$ cat src/rtl/core/idct_8x8_block_top_assert.svh
// Assertion macros used by the IDCT block top level.
`ifndef IDCT_8X8_BLOCK_TOP_ASSERT_SVH
`define IDCT_8X8_BLOCK_TOP_ASSERT_SVH
`ifndef SYNTHESIS
`define IDCT_ASSERT_IMP(lbl, clk, rst_n, ante, cons) \
    lbl: assert property (@(posedge clk) disable iff (!rst_n) (ante) |-> (cons)) \
        else $error("idct assertion failed");
`define IDCT_ASSERT_NEVER(lbl, clk, rst_n, cond) \
    lbl: assert property (@(posedge clk) disable iff (!rst_n) !(cond)) \
        else $error("idct assertion failed");
`else
`define IDCT_ASSERT_IMP(lbl, clk, rst_n, ante, cons)
`define IDCT_ASSERT_NEVER(lbl, clk, rst_n, cond)
`endif
`endif

$ cat src/rtl/core/idct_pkg.sv
// Package: shared types, constants and the basis table of the IDCT block.
`timescale 1ns / 1ps
package idct_pkg;
    localparam int BLOCK_CELLS = 64;
    localparam int COEF_W      = 12;
    localparam int ROW_W       = 20;
    localparam int BASIS_W     = 14;
    localparam int PROD_W      = ROW_W + BASIS_W;
    localparam int ACC_W       = 37;
    localparam int SAMPLE_W    = 11;

    localparam logic signed [BASIS_W-1:0] COS_Q12 [0:8] = '{
        14'sd4096, 14'sd4017, 14'sd3784, 14'sd3406, 14'sd2896,
        14'sd2276, 14'sd1567, 14'sd799, 14'sd0
    };
    localparam logic signed [BASIS_W-1:0] DC_BASIS = 14'sd2896;

    typedef enum logic [1:0] {
        B_IDLE,
        B_MAC,
        B_DRAIN,
        B_DONE
    } back_state_t;

    // bank handover between front and back
    typedef struct packed {
        logic valid;
        logic bank;
    } bank_msg_t;

    // B(k,n): C(k)/2 * cos((2n+1)k pi/16), 13 fractional bits
    function automatic logic signed [BASIS_W-1:0] basis(input logic [2:0] k,
                                                      input logic [2:0] n);
        logic [6:0] prod;
        logic [4:0] a;
        logic signed [BASIS_W-1:0] r;
        prod = {3'b000, n, 1'b1} * {4'b0000, k};
        a = prod[4:0];
        if (a > 5'd16)
            a = 5'(6'd32 - {1'b0, a});
        if (k == 3'd0)
            r = DC_BASIS;
        else if (a > 5'd8)
            r = -COS_Q12[4'(5'd16 - a)];
        else
            r = COS_Q12[a[3:0]];
        return r;
    endfunction
endpackage

$ cat src/rtl/core/idct_ram.sv
// Generic single-write, single-read RAM with registered read data.
`timescale 1ns / 1ps
module idct_ram #(
    parameter int WIDTH = 12,
    parameter int DEPTH = 64
) (
    input  logic                     clk,
    input  logic                     we,
    input  logic [$clog2(DEPTH)-1:0] waddr,
    input  logic [WIDTH-1:0]         wdata,
    input  logic [$clog2(DEPTH)-1:0] raddr,
    output logic [WIDTH-1:0]         rdata
);
    logic [WIDTH-1:0] mem [0:DEPTH-1];
    logic [WIDTH-1:0] rdata_reg;

    always_ff @(posedge clk)
    begin
        if (we)
            mem[waddr] <= wdata;
        rdata_reg <= mem[raddr];
    end

    assign rdata = rdata_reg;
endmodule

$ cat src/rtl/core/idct_front.sv
// Front end: takes coefficients, fills one of two banks, hands full banks on.
`timescale 1ns / 1ps
module idct_front
    import idct_pkg::*;
(
    input  logic              clk,
    input  logic              rst_n,
    input  logic              coefficient_valid,
    output logic              coefficient_stall,
    input  logic [COEF_W-1:0] coefficient,
    input  bank_msg_t         release_msg,
    output logic              coef_we,
    output logic [6:0]        coef_waddr,
    output logic [COEF_W-1:0] coef_wdata,
    output bank_msg_t         push_msg
);
    logic [5:0] cnt_reg, cnt_next;
    logic       bank_reg, bank_next;
    logic [1:0] busy_reg, busy_next;
    logic       accept;

    assign coefficient_stall = busy_reg[bank_reg];
    assign accept     = coefficient_valid && !busy_reg[bank_reg];
    assign coef_we    = accept;
    assign coef_waddr = {bank_reg, cnt_reg};
    assign coef_wdata = coefficient;

    always_comb
    begin
        cnt_next       = cnt_reg;
        bank_next      = bank_reg;
        busy_next      = busy_reg;
        push_msg.valid = 1'b0;
        push_msg.bank  = bank_reg;
        if (release_msg.valid)
            busy_next[release_msg.bank] = 1'b0;
        if (accept)
        begin
            cnt_next = cnt_reg + 6'd1;
            if (cnt_reg == 6'(BLOCK_CELLS - 1))
            begin
                busy_next[bank_reg] = 1'b1;
                push_msg.valid      = 1'b1;
                bank_next           = !bank_reg;
            end
        end
    end

    always_ff @(posedge clk or negedge rst_n)
    begin
        if (!rst_n)
        begin
            cnt_reg  <= '0;
            bank_reg <= 1'b0;
            busy_reg <= '0;
        end
        else
        begin
            cnt_reg  <= cnt_next;
            bank_reg <= bank_next;
            busy_reg <= busy_next;
        end
    end
endmodule

$ cat src/rtl/core/idct_queue.sv
// Two-entry queue of full bank numbers between front and back.
`timescale 1ns / 1ps
module idct_queue
    import idct_pkg::*;
(
    input  logic      clk,
    input  logic      rst_n,
    input  bank_msg_t push_msg,
    input  logic      pop,
    output logic      empty,
    output logic      full,
    output logic      head_bank
);
    logic [1:0] data_reg, data_next;
    logic       rd_ptr_reg, rd_ptr_next;
    logic       wr_ptr_reg, wr_ptr_next;
    logic [1:0] cnt_reg, cnt_next;
    logic       do_pop;

    assign empty     = (cnt_reg == 2'd0);
    assign full      = (cnt_reg == 2'd2);
    assign head_bank = data_reg[rd_ptr_reg];
    assign do_pop    = pop && !empty;

    always_comb
    begin
        data_next   = data_reg;
        wr_ptr_next = wr_ptr_reg;
        rd_ptr_next = rd_ptr_reg;
        cnt_next    = cnt_reg;
        if (push_msg.valid)
        begin
            data_next[wr_ptr_reg] = push_msg.bank;
            wr_ptr_next           = !wr_ptr_reg;
        end
        if (do_pop)
            rd_ptr_next = !rd_ptr_reg;
        if (push_msg.valid && !do_pop)
            cnt_next = cnt_reg + 2'd1;
        else if (!push_msg.valid && do_pop)
            cnt_next = cnt_reg - 2'd1;
    end

    always_ff @(posedge clk or negedge rst_n)
    begin
        if (!rst_n)
        begin
            rd_ptr_reg <= 1'b0;
            wr_ptr_reg <= 1'b0;
            cnt_reg    <= '0;
        end
        else
        begin
            rd_ptr_reg <= rd_ptr_next;
            wr_ptr_reg <= wr_ptr_next;
            cnt_reg    <= cnt_next;
        end
    end

    always_ff @(posedge clk)
    begin
        data_reg <= data_next;
    end
endmodule

$ cat src/rtl/core/idct_back.sv
// Back end: row pass then column pass on one shared multiply-accumulate unit.
`timescale 1ns / 1ps
module idct_back
    import idct_pkg::*;
(
    input  logic                       clk,
    input  logic                       rst_n,
    input  logic                       q_empty,
    input  logic                       q_bank,
    output logic                       q_pop,
    output bank_msg_t                  release_msg,
    output logic [6:0]                 coef_raddr,
    input  logic [COEF_W-1:0]          coef_rdata,
    output logic                       row_we,
    output logic [5:0]                 row_waddr,
    output logic [ROW_W-1:0]           row_wdata,
    output logic [5:0]                 row_raddr,
    input  logic [ROW_W-1:0]           row_rdata,
    output logic                       sample_valid,
    input  logic                       sample_stall,
    output logic signed [SAMPLE_W-1:0] sample,
    output logic                       last_of_block
);
    back_state_t state_reg, state_next;
    logic        pass_reg, pass_next;       // 0 row pass, 1 column pass
    logic        bank_reg, bank_next;
    logic [5:0]  elem_reg, elem_next;
    logic [2:0]  tap_reg, tap_next;
    logic        s1_v_reg;
    logic [2:0]  s1_tap_reg;
    logic        s2_v_reg;
    logic signed [PROD_W-1:0] prod_reg, prod_next;
    logic signed [ACC_W-1:0]  acc_reg, acc_next;
    logic        out_v_reg, out_v_next;
    logic signed [SAMPLE_W-1:0] sample_reg, sample_next;
    logic        last_reg, last_next;
    logic        issue, acc_clear, can_load;
    logic signed [ROW_W-1:0]  operand;
    logic signed [ACC_W-1:0]  row_rnd, col_rnd;
    logic signed [17:0]       col_val;

    assign can_load = !out_v_reg || !sample_stall;

    // next state
    always_comb
    begin
        state_next = state_reg;
        case (state_reg)
            B_IDLE:
                if (!q_empty)
                    state_next = B_MAC;
            B_MAC:
                if (tap_reg == 3'd7)
                    state_next = B_DRAIN;
            B_DRAIN:
                if (!s1_v_reg && !s2_v_reg)
                    state_next = B_DONE;
            B_DONE:
                if (!pass_reg)
                    state_next = B_MAC;
                else if (can_load)
                    state_next = (elem_reg == 6'(BLOCK_CELLS - 1)) ? B_IDLE : B_MAC;
            default:
                state_next = B_IDLE;
        endcase
    end

    assign row_rnd = acc_reg + ACC_W'(64);
    assign col_rnd = acc_reg + ACC_W'(262144);
    assign col_val = col_rnd[36:19];
    assign operand = pass_reg ? $signed(row_rdata)
                              : ROW_W'($signed(coef_rdata));
    assign prod_next = operand * basis(s1_tap_reg,
                                       pass_reg ? elem_reg[5:3] : elem_reg[2:0]);
    assign coef_raddr = {bank_reg, elem_reg[5:3], tap_reg};
    assign row_raddr  = {tap_reg, elem_reg[2:0]};
    assign row_waddr  = elem_reg;
    assign row_wdata  = row_rnd[26:7];

    // outputs and datapath control
    always_comb
    begin
        pass_next         = pass_reg;
        bank_next         = bank_reg;
        elem_next         = elem_reg;
        tap_next          = tap_reg;
        issue             = 1'b0;
        acc_clear         = 1'b0;
        q_pop             = 1'b0;
        row_we            = 1'b0;
        release_msg.valid = 1'b0;
        release_msg.bank  = bank_reg;
        out_v_next        = out_v_reg && sample_stall;
        sample_next       = sample_reg;
        last_next         = last_reg;
        case (state_reg)
            B_IDLE:
                if (!q_empty)
                begin
                    q_pop     = 1'b1;
                    bank_next = q_bank;
                    pass_next = 1'b0;
                    elem_next = '0;
                    tap_next  = '0;
                    acc_clear = 1'b1;
                end
            B_MAC:
            begin
                issue    = 1'b1;
                tap_next = tap_reg + 3'd1;
            end
            B_DRAIN:
                ;
            B_DONE:
                if (!pass_reg)
                begin
                    row_we    = 1'b1;
                    acc_clear = 1'b1;
                    tap_next  = '0;
                    elem_next = elem_reg + 6'd1;
                    if (elem_reg == 6'(BLOCK_CELLS - 1))
                    begin
                        pass_next         = 1'b1;
                        release_msg.valid = 1'b1;
                    end
                end
                else if (can_load)
                begin
                    out_v_next = 1'b1;
                    if (col_val < -18'sd1024)
                        sample_next = -11'sd1024;
                    else if (col_val > 18'sd1023)
                        sample_next = 11'sd1023;
                    else
                        sample_next = col_val[10:0];
                    last_next = (elem_reg == 6'(BLOCK_CELLS - 1));
                    acc_clear = 1'b1;
                    tap_next  = '0;
                    elem_next = elem_reg + 6'd1;
                    if (elem_reg == 6'(BLOCK_CELLS - 1))
                        pass_next = 1'b0;
                end
            default:
                ;
        endcase
        if (acc_clear)
            acc_next = '0;
        else if (s2_v_reg)
            acc_next = acc_reg + ACC_W'(prod_reg);
        else
            acc_next = acc_reg;
    end

    always_ff @(posedge clk or negedge rst_n)
    begin
        if (!rst_n)
        begin
            state_reg <= B_IDLE;
            pass_reg  <= 1'b0;
            s1_v_reg  <= 1'b0;
            s2_v_reg  <= 1'b0;
            out_v_reg <= 1'b0;
        end
        else
        begin
            state_reg <= state_next;
            pass_reg  <= pass_next;
            s1_v_reg  <= issue;
            s2_v_reg  <= s1_v_reg;
            out_v_reg <= out_v_next;
        end
    end

    always_ff @(posedge clk)
    begin
        bank_reg   <= bank_next;
        elem_reg   <= elem_next;
        tap_reg    <= tap_next;
        s1_tap_reg <= tap_reg;
        prod_reg   <= prod_next;
        acc_reg    <= acc_next;
        sample_reg <= sample_next;
        last_reg   <= last_next;
    end

    assign sample_valid  = out_v_reg;
    assign sample        = sample_reg;
    assign last_of_block = last_reg;
endmodule

$ cat src/rtl/core/idct_8x8_block_top.sv
// Top level of the 8x8 inverse cosine transform block.
//
//  channel      dir  handshake                      payload
//  coefficient  in   coefficient_valid / _stall     coefficient[11:0] signed
//  sample       out  sample_valid / sample_stall    sample[10:0], last_of_block
//
// One coefficient is taken per cycle while a bank is free; two banks of
// coefficient RAM let one block load while the previous one is transformed.
// The back end runs one multiply-accumulate unit: 64 row outputs and then
// 64 column outputs, each 8 taps, then a drain of the multiply pipeline and
// a write to the row RAM or a sample load; one block is transformed at a time.
// Reset clears control only; RAM contents are undefined until written.
// A stalled sample holds in the output register and the back end waits.
`timescale 1ns / 1ps
`include "idct_8x8_block_top_assert.svh"
module idct_8x8_block_top
    import idct_pkg::*;
(
    input  logic                       clk,
    input  logic                       rst_n,
    input  logic                       coefficient_valid,
    output logic                       coefficient_stall,
    input  logic signed [COEF_W-1:0]   coefficient,
    output logic                       sample_valid,
    input  logic                       sample_stall,
    output logic signed [SAMPLE_W-1:0] sample,
    output logic                       last_of_block
);
    bank_msg_t           push_msg, release_msg;
    logic                coef_we;
    logic [6:0]          coef_waddr, coef_raddr;
    logic [COEF_W-1:0]   coef_wdata, coef_rdata;
    logic                row_we;
    logic [5:0]          row_waddr, row_raddr;
    logic [ROW_W-1:0]    row_wdata, row_rdata;
    logic                q_pop, q_empty, q_full, q_bank;

    idct_front u_front (
        .clk               (clk),
        .rst_n             (rst_n),
        .coefficient_valid (coefficient_valid),
        .coefficient_stall (coefficient_stall),
        .coefficient       (coefficient),
        .release_msg       (release_msg),
        .coef_we           (coef_we),
        .coef_waddr        (coef_waddr),
        .coef_wdata        (coef_wdata),
        .push_msg          (push_msg)
    );

    // two banks of 64 coefficients
    idct_ram #(.WIDTH(COEF_W), .DEPTH(2 * BLOCK_CELLS)) u_coef_ram (
        .clk   (clk),
        .we    (coef_we),
        .waddr (coef_waddr),
        .wdata (coef_wdata),
        .raddr (coef_raddr),
        .rdata (coef_rdata)
    );

    idct_queue u_queue (
        .clk       (clk),
        .rst_n     (rst_n),
        .push_msg  (push_msg),
        .pop       (q_pop),
        .empty     (q_empty),
        .full      (q_full),
        .head_bank (q_bank)
    );

    // row pass results, 6 fractional bits
    idct_ram #(.WIDTH(ROW_W), .DEPTH(BLOCK_CELLS)) u_row_ram (
        .clk   (clk),
        .we    (row_we),
        .waddr (row_waddr),
        .wdata (row_wdata),
        .raddr (row_raddr),
        .rdata (row_rdata)
    );

    idct_back u_back (
        .clk           (clk),
        .rst_n         (rst_n),
        .q_empty       (q_empty),
        .q_bank        (q_bank),
        .q_pop         (q_pop),
        .release_msg   (release_msg),
        .coef_raddr    (coef_raddr),
        .coef_rdata    (coef_rdata),
        .row_we        (row_we),
        .row_waddr     (row_waddr),
        .row_wdata     (row_wdata),
        .row_raddr     (row_raddr),
        .row_rdata     (row_rdata),
        .sample_valid  (sample_valid),
        .sample_stall  (sample_stall),
        .sample        (sample),
        .last_of_block (last_of_block)
    );

    // bank hand-offs never overrun or underrun the queue
    `IDCT_ASSERT_IMP(a_no_push_full, clk, rst_n, push_msg.valid, !q_full || q_pop)
    `IDCT_ASSERT_IMP(a_no_pop_empty, clk, rst_n, q_pop, !q_empty)
    // a bank being released is never the one just completed
    `IDCT_ASSERT_NEVER(a_release_push, clk, rst_n,
        push_msg.valid && release_msg.valid && (push_msg.bank == release_msg.bank))
endmodule

$ cat config.mk
export PLATFORM = sky130hd
export DESIGN_NAME = idct_8x8_block_top
export DESIGN_NICKNAME = d
export VERILOG_FILES = /design/src/rtl/core/idct_pkg.sv /design/src/rtl/core/idct_ram.sv /design/src/rtl/core/idct_front.sv /design/src/rtl/core/idct_queue.sv /design/src/rtl/core/idct_back.sv /design/src/rtl/core/idct_8x8_block_top.sv
export VERILOG_INCLUDE_DIRS = /design/src /design/src/rtl/core
export SDC_FILE = /design/constraint.sdc
export NUM_CORES = 2
export LEC_CHECK = 0
export BUFFER_PORTS_ARGS = -buffer_cell sky130_fd_sc_hd__buf_2
export CORE_MARGIN = 2
export CORE_UTILIZATION = 60
export CTS_CLUSTER_SIZE = 20
export DETAILED_ROUTE_END_ITERATION = 6
export PLACE_DENSITY_LB_ADDON = 0.05
export SLEW_MARGIN = 10
export SYNTH_ARGS = -nofsm -noshare
export SYNTH_HDL_FRONTEND = slang
export SYNTH_HIERARCHICAL = 1
export SYNTH_SLANG_ARGS = --single-unit
$ cat constraint.sdc
create_clock -name clk -period 13.9 [get_ports clk]
set_clock_uncertainty 0.15 [all_clocks]
set_input_delay 0 -clock clk [delete_from_list [all_inputs] [get_ports clk]]
set_output_delay 0 -clock clk [all_outputs]
set_load 0.01 [all_outputs]
Word-level counts from Yosys, hierarchy flattened:

Memories as Yosys holds them, arrays and structs flattened. A register that Yosys moved wholly into a read port is not among the register bits.
Index checks and enable logic that the tools add are counted.

* RAM bits: 2816
* output and inout bits: 14
* bits of input ports: 16
* flip-flop bits (word level): 117
* memories: 4
* memory bits (read-only): 448
* word-level logic and storage cells: 166

Memory list
* u_coef_ram.mem: words 128, width 12, read ports 1, clocked after memory_dff 1, write ports 1, RTL line idct_ram.sv:14 `logic [WIDTH-1:0] mem [0:DEPTH-1];`
* u_row_ram.mem: words 64, width 20, read ports 1, clocked after memory_dff 1, write ports 1, RTL line idct_ram.sv:14
* (name not given): words 16, width 14, read ports 1, clocked after memory_dff 0, write ports 0, RTL line idct_pkg.sv:44 `r = -COS_Q12[4'(5'd16 - a)];`
* (name not given): words 16, width 14, read ports 1, clocked after memory_dff 0, write ports 0, RTL line idct_pkg.sv:46 `r = COS_Q12[a[3:0]];`

* order comparisons: 13
* multiplexer cells: 66
* equal/unequal tests: 10
* multipliers: 2
* bitwise gates (word level): 6
* reduce and logical (&&, ||, !) cells: 34
* add/subtract/negate cells: 11

Operators by type and width (number)
* two-way mux 14 bit: 6
* adder 37 x 20 -> 37 bit, second input constant: 1
* adder 37 x 34 -> 37 bit: 1
* multiplier 20 x 14 -> 34 bit: 1
* two-way mux 1 bit: 31
* adder 27 x 8 -> 27 bit, second input constant: 1
* two-way mux 2 bit: 10
* two-way mux 20 bit: 1
* greater-than comparator 18 x 11 -> 1 bit, second input constant: 1
* less-than comparator 18 x 11 -> 1 bit, second input constant: 1
* two-way mux 6 bit: 3
* negation 14 bit: 1
* adder 6 x 1 -> 6 bit, second input constant: 2
* == test 6 bit, second input constant: 2
* two-way mux 3 bit: 4
* case mux 6 bit (2 select lines): 1
* logical NOT 1 bit: 11
* two-way mux 11 bit: 1
* >= comparator 5 bit, second input constant: 2
* NOT 4 -> 5 bit: 2
* logical AND 1 bit: 9
* case mux 3 bit (3 select lines): 1
* AND reduction 3 bit: 3
* less-than comparator 1 x 2 -> 1 bit, second input constant: 4
* 31 further kinds: 42

Logic depth before layout (Yosys ltp):

* word-level depth: 13
* gate-level depth with buffers: 49
* depth with buffers taken out: 44

Modules after synthesis:

Netlist, hierarchy kept.

By module, submodules not included
* idct_ram at u_coef_ram: instances 1, cells an instance 2362, area each 59128.0 um2, seq. area each 46364.5 um2
* idct_ram at u_row_ram: instances 1, cells an instance 2243, area each 49495.0 um2, seq. area each 38837.2 um2
* idct_back: instances 1, cells an instance 1970, area each 17182.7 um2, seq. area each 2292.2 um2
* idct_front: instances 1, cells an instance 49, area each 518.0 um2, seq. area each 225.2 um2
* idct_queue: instances 1, cells an instance 19, area each 259.0 um2, seq. area each 160.2 um2

Worst setup path before layout:

OpenSTA, ideal clock, no wires.

* kind: reg2reg
* start: reg u_back.pass_reg
* end: reg u_back.prod_reg[30]
* data required time: 13.685 ns
* library setup time: 0.065 ns
* arrival time: 11.561 ns
* stages on the path, launching flop included: 41
* buffers on the path: 3
* clock period less this slack: 11.776 ns
* slack: 2.124 ns
* path through: dfrtp_1 > clkbuf_1 > clkbuf_1 > mux2_2 > nand2_1 > fa_1 > inv_1 > ha_1 > fa_1 > xor2_1 > xnor3_2 > nand2_1 > xnor2_1 > ha_1 > nor2b_1 > or3_1 > and2_1 > or4_4 > [... 5 more ...] > fa_1 > fa_1 > fa_1 > fa_1 > fa_1 > inv_1 > fa_1 > inv_1 > ha_1 > a21o_1 > a21oi_1 > o221ai_1 > o21ba_2 > a31oi_1 > a2111oi_0 > o21bai_1 > or4b_2 > nand4b_1

* cells in the longest elaborated chain, start to end: 13
* elaborated cells between the ends (all ways): 20
* those cells by class: add/sub: 3; mul: 2; order compare: 2; mux: 9; bitwise: 2; memory: 2

Ends and longest elaborated chain
* start, declared: RTL line idct_back.sv:25 `logic pass_reg, pass_next;`
* start signal, assigned: RTL line idct_back.sv:167 `pass_reg <= pass_next;`
* two-way mux 3 bit: RTL line idct_back.sv:74 `pass_reg ? elem_reg[5:3] : elem_reg[2:0]);`
* multiplier 4 x 3 -> 5 bit: RTL line idct_pkg.sv:37 `prod = {3'b000, n, 1'b1} * {4'b0000, k};`
* subtractor 1 x 5 -> 5 bit / greater-than comparator 5 bit (equally long branches): RTL line idct_pkg.sv:40, idct_pkg.sv:39
* two-way mux 5 bit: RTL line idct_pkg.sv:39 `if (a > 5'd16)`
* subtractor 1 x 4 -> 4 bit: RTL line idct_pkg.sv:44
* NOT 4 -> 5 bit (implied by the code): RTL line idct_pkg.sv:44
* memory (16 x 14 bit)
* two-way mux 14 bit (implied by the code) (2 in series): RTL line idct_pkg.sv:44
* negation 14 bit: RTL line idct_pkg.sv:44
* two-way mux 14 bit: RTL line idct_pkg.sv:43 `else if (a > 5'd8)`
* two-way mux 14 bit: RTL line idct_pkg.sv:41 `if (k == 3'd0)`
* multiplier 20 x 14 -> 34 bit *: RTL line idct_back.sv:73 `assign prod_next = operand * basis(s1_tap_reg,`
* named net u_back.prod_next[30]: RTL line idct_back.sv:32 `logic signed [PROD_W-1:0] prod_reg, prod_next;`
* end signal, assigned: RTL line idct_back.sv:180 `prod_reg <= prod_next;`
* end, declared: RTL line idct_back.sv:32

The timed path passes the listed nets; every way through them passes the cells marked *. The select of a mux whose other input is x is not followed.
A chain may end at the register's enable or synchronous reset.

Worst setup path in the final report:

* start: reg u_back.s1_tap_reg[0]
* end: reg u_back.prod_reg[30]

* cells in the longest elaborated chain, start to end: 12
* elaborated cells between the ends (all ways): 19
* those cells by class: add/sub: 3; mul: 2; order compare: 2; mux: 7; bitwise: 2; reduce/logical: 1; memory: 2

Ends and longest elaborated chain
* start, declared: RTL line idct_back.sv:30 `logic [2:0] s1_tap_reg;`
* start signal, assigned: RTL line idct_back.sv:179 `s1_tap_reg <= tap_reg;`
* multiplier 4 x 3 -> 5 bit: RTL line idct_pkg.sv:37
* subtractor 1 x 5 -> 5 bit / greater-than comparator 5 bit (equally long branches): RTL line idct_pkg.sv:40, idct_pkg.sv:39
* two-way mux 5 bit: RTL line idct_pkg.sv:39
* subtractor 1 x 4 -> 4 bit: RTL line idct_pkg.sv:44
* NOT 4 -> 5 bit (implied by the code): RTL line idct_pkg.sv:44
* memory (16 x 14 bit)
* two-way mux 14 bit (implied by the code) (2 in series): RTL line idct_pkg.sv:44
* negation 14 bit: RTL line idct_pkg.sv:44
* two-way mux 14 bit: RTL line idct_pkg.sv:43
* two-way mux 14 bit *: RTL line idct_pkg.sv:41
* multiplier 20 x 14 -> 34 bit *: RTL line idct_back.sv:73
* named net u_back.prod_next[30]: RTL line idct_back.sv:32

Marked as above.

==> metrics.txt <==
status finished with violations; violated checks DRC; row count 168; DR vias/cell 6.45; Final Cycle Share 94.5%; first-pass GRT wire length 448000 um; detailed-route DRC error count 4; Hold Path Class input port to flip-flop; Clock Pin Slew Worst Setup and Hold Paths 60 ps; Routed WL per cell 30.8 um; RSZ-0062 raised after global routing false; vias 64200; Final Max Tran Viols 0; Clock Sink Count 2965; grt ovf 0; CTS max path bufs 4; max FFs per register 1536; fin nets 7347; final hold vios 0; Buffers on Ports 29; DIE AREA 215000 um^2; Routed Antenna Nets 0; Worst Setup End Kind flip-flop; required time of the critical path 14530 ps; Worst Max-Slew Pin Slew 1290 ps; most frequent CP cell fa_1; vias in the first global route 64400; WHS Path Cells 2; fmax 76.2 MHz; Syn Nets 7066; Tmin final 13130 ps; Routed WL 306000 um; initial core utilization 60.4%; CTS Hold Bufs 38; IO Count 30; CTS root buffer clkbuf_16; reg2reg end u_back/prod_reg[30]; Critical Path Start Type flip-flop; hold_sp coefficient[9]; Syn-to-layout area delta 11.4%; First DRT Iteration DRCs 7392; Worst slew margin 13.9%; synthesized area 127000 um^2; most frequent cells in the layout 2840 x edfxtp_1, 768 x mux4_2, 321 x inv_1; filler instances 13700; Core Region 210000 um^2; Synth Area per Inst 19.1 um^2; arrival time worst endpoint 13760 ps; clock latency on the worst-skew pair 930 ps; CP max-delay cell dfxtp_1; Die Y 463 um; post-synthesis instance total 6642; maximum fanout along the worst path 23; die width 463 um; R2R Path Start u_back/s1_tap_reg[0]; max_cap viols 0; Reg2Reg Depth 39; most common cell after layout, fill and taps aside edfxtp_1; yosys warns 6; DP HPWL 185000 um; hold path endpoint u_coef_ram/mem[116][9]; Setup Crit Path Kind flip-flop to flip-flop; setup_tns 0 ps; First-pass DRT Iterations 7; # Post-CTS Setup Buffers 0; largest net degree at the start of global routing 123; max incr delay on CP 840 ps; layout cells sized above 1 23.4%; Final setup viols 0; Worst R2R Setup Slack 770 ps; CTS tree built; CTS buffer count 315; antenna violations before repair 14; H-tree depth 5; PostCTS Resize Cnt 0; GRT Overall Usage 28.8%; Routability Congestion 0.902
critical path, delay by kind of cell (launching register included):
| family | cells | cell delay [ps] |
|---|---|---|
| simple gates | 7 | 1440 |
| fa+ha+maj | 12 | 5300 |
| flops | 1 | 840 |
| xor+xnor | 3 | 1350 |
| buf+inv | 5 | 320 |
| compound gates | 12 | 3600 |
worst max path at each step:
| stage | start | end | slack [ps] | cells past startpoint |
|---|---|---|---|---|
| floorplan | u_back/pass_reg | u_back/prod_reg[30] | 2120 | 40 |
| global placement | u_back/s1_tap_reg[0] | u_back/prod_reg[30] | 1050 | 39 |
| detailed placement | u_back/s1_tap_reg[0] | u_back/prod_reg[30] | 840 | 39 |
| CTS | u_back/s1_tap_reg[0] | u_back/prod_reg[30] | 730 | 39 |
| global route | u_back/s1_tap_reg[0] | u_back/prod_reg[30] | 20 | 39 |
| finish | u_back/s1_tap_reg[0] | u_back/prod_reg[30] | 770 | 39 |
per-stage QoR:
step	utilization [%]	instances	worst slack, ps	hold slack [ps]	cell area (um^2)
after detailed placement	62.5	9373	845	-143	131000
after floorplan	-	6642	2120	-446	127000
after global placement	62.5	9373	1050	-153	131000
after CTS	67.3	9954	734	12.4	141000
final	67.3	9959	770	46.6	141000
after global routing	67.3	9955	18.7	63.2	141000
final cells by class:
type	instances	area (um^2)	share of cell area (%)
timing repair buffer	312	2570	1.82
tap	2805	3510	2.49
clock buffer	387	8290	5.87
multi-input combinational	3007	36300	25.8
antenna	5	12.5	0.00887
clock inverter	156	1250	0.884
inverter	322	1210	0.857
sequential	2965	87900	62.3
per-layer routing:
layer / up-vias / share of wire [%] / GRT usage, %
li1: 26800 / - / -
met1: 33900 / 41 / 42.9
met2: 2927 / 48 / 45.1
met3: 527 / 8.1 / 4.19
met4: 4 / 3.2 / 8.88
met5: - / 0.0082 / 0
Power is not shown: default switching activity piles up to over one toggle a cycle in this logic, so the estimate is an artifact.
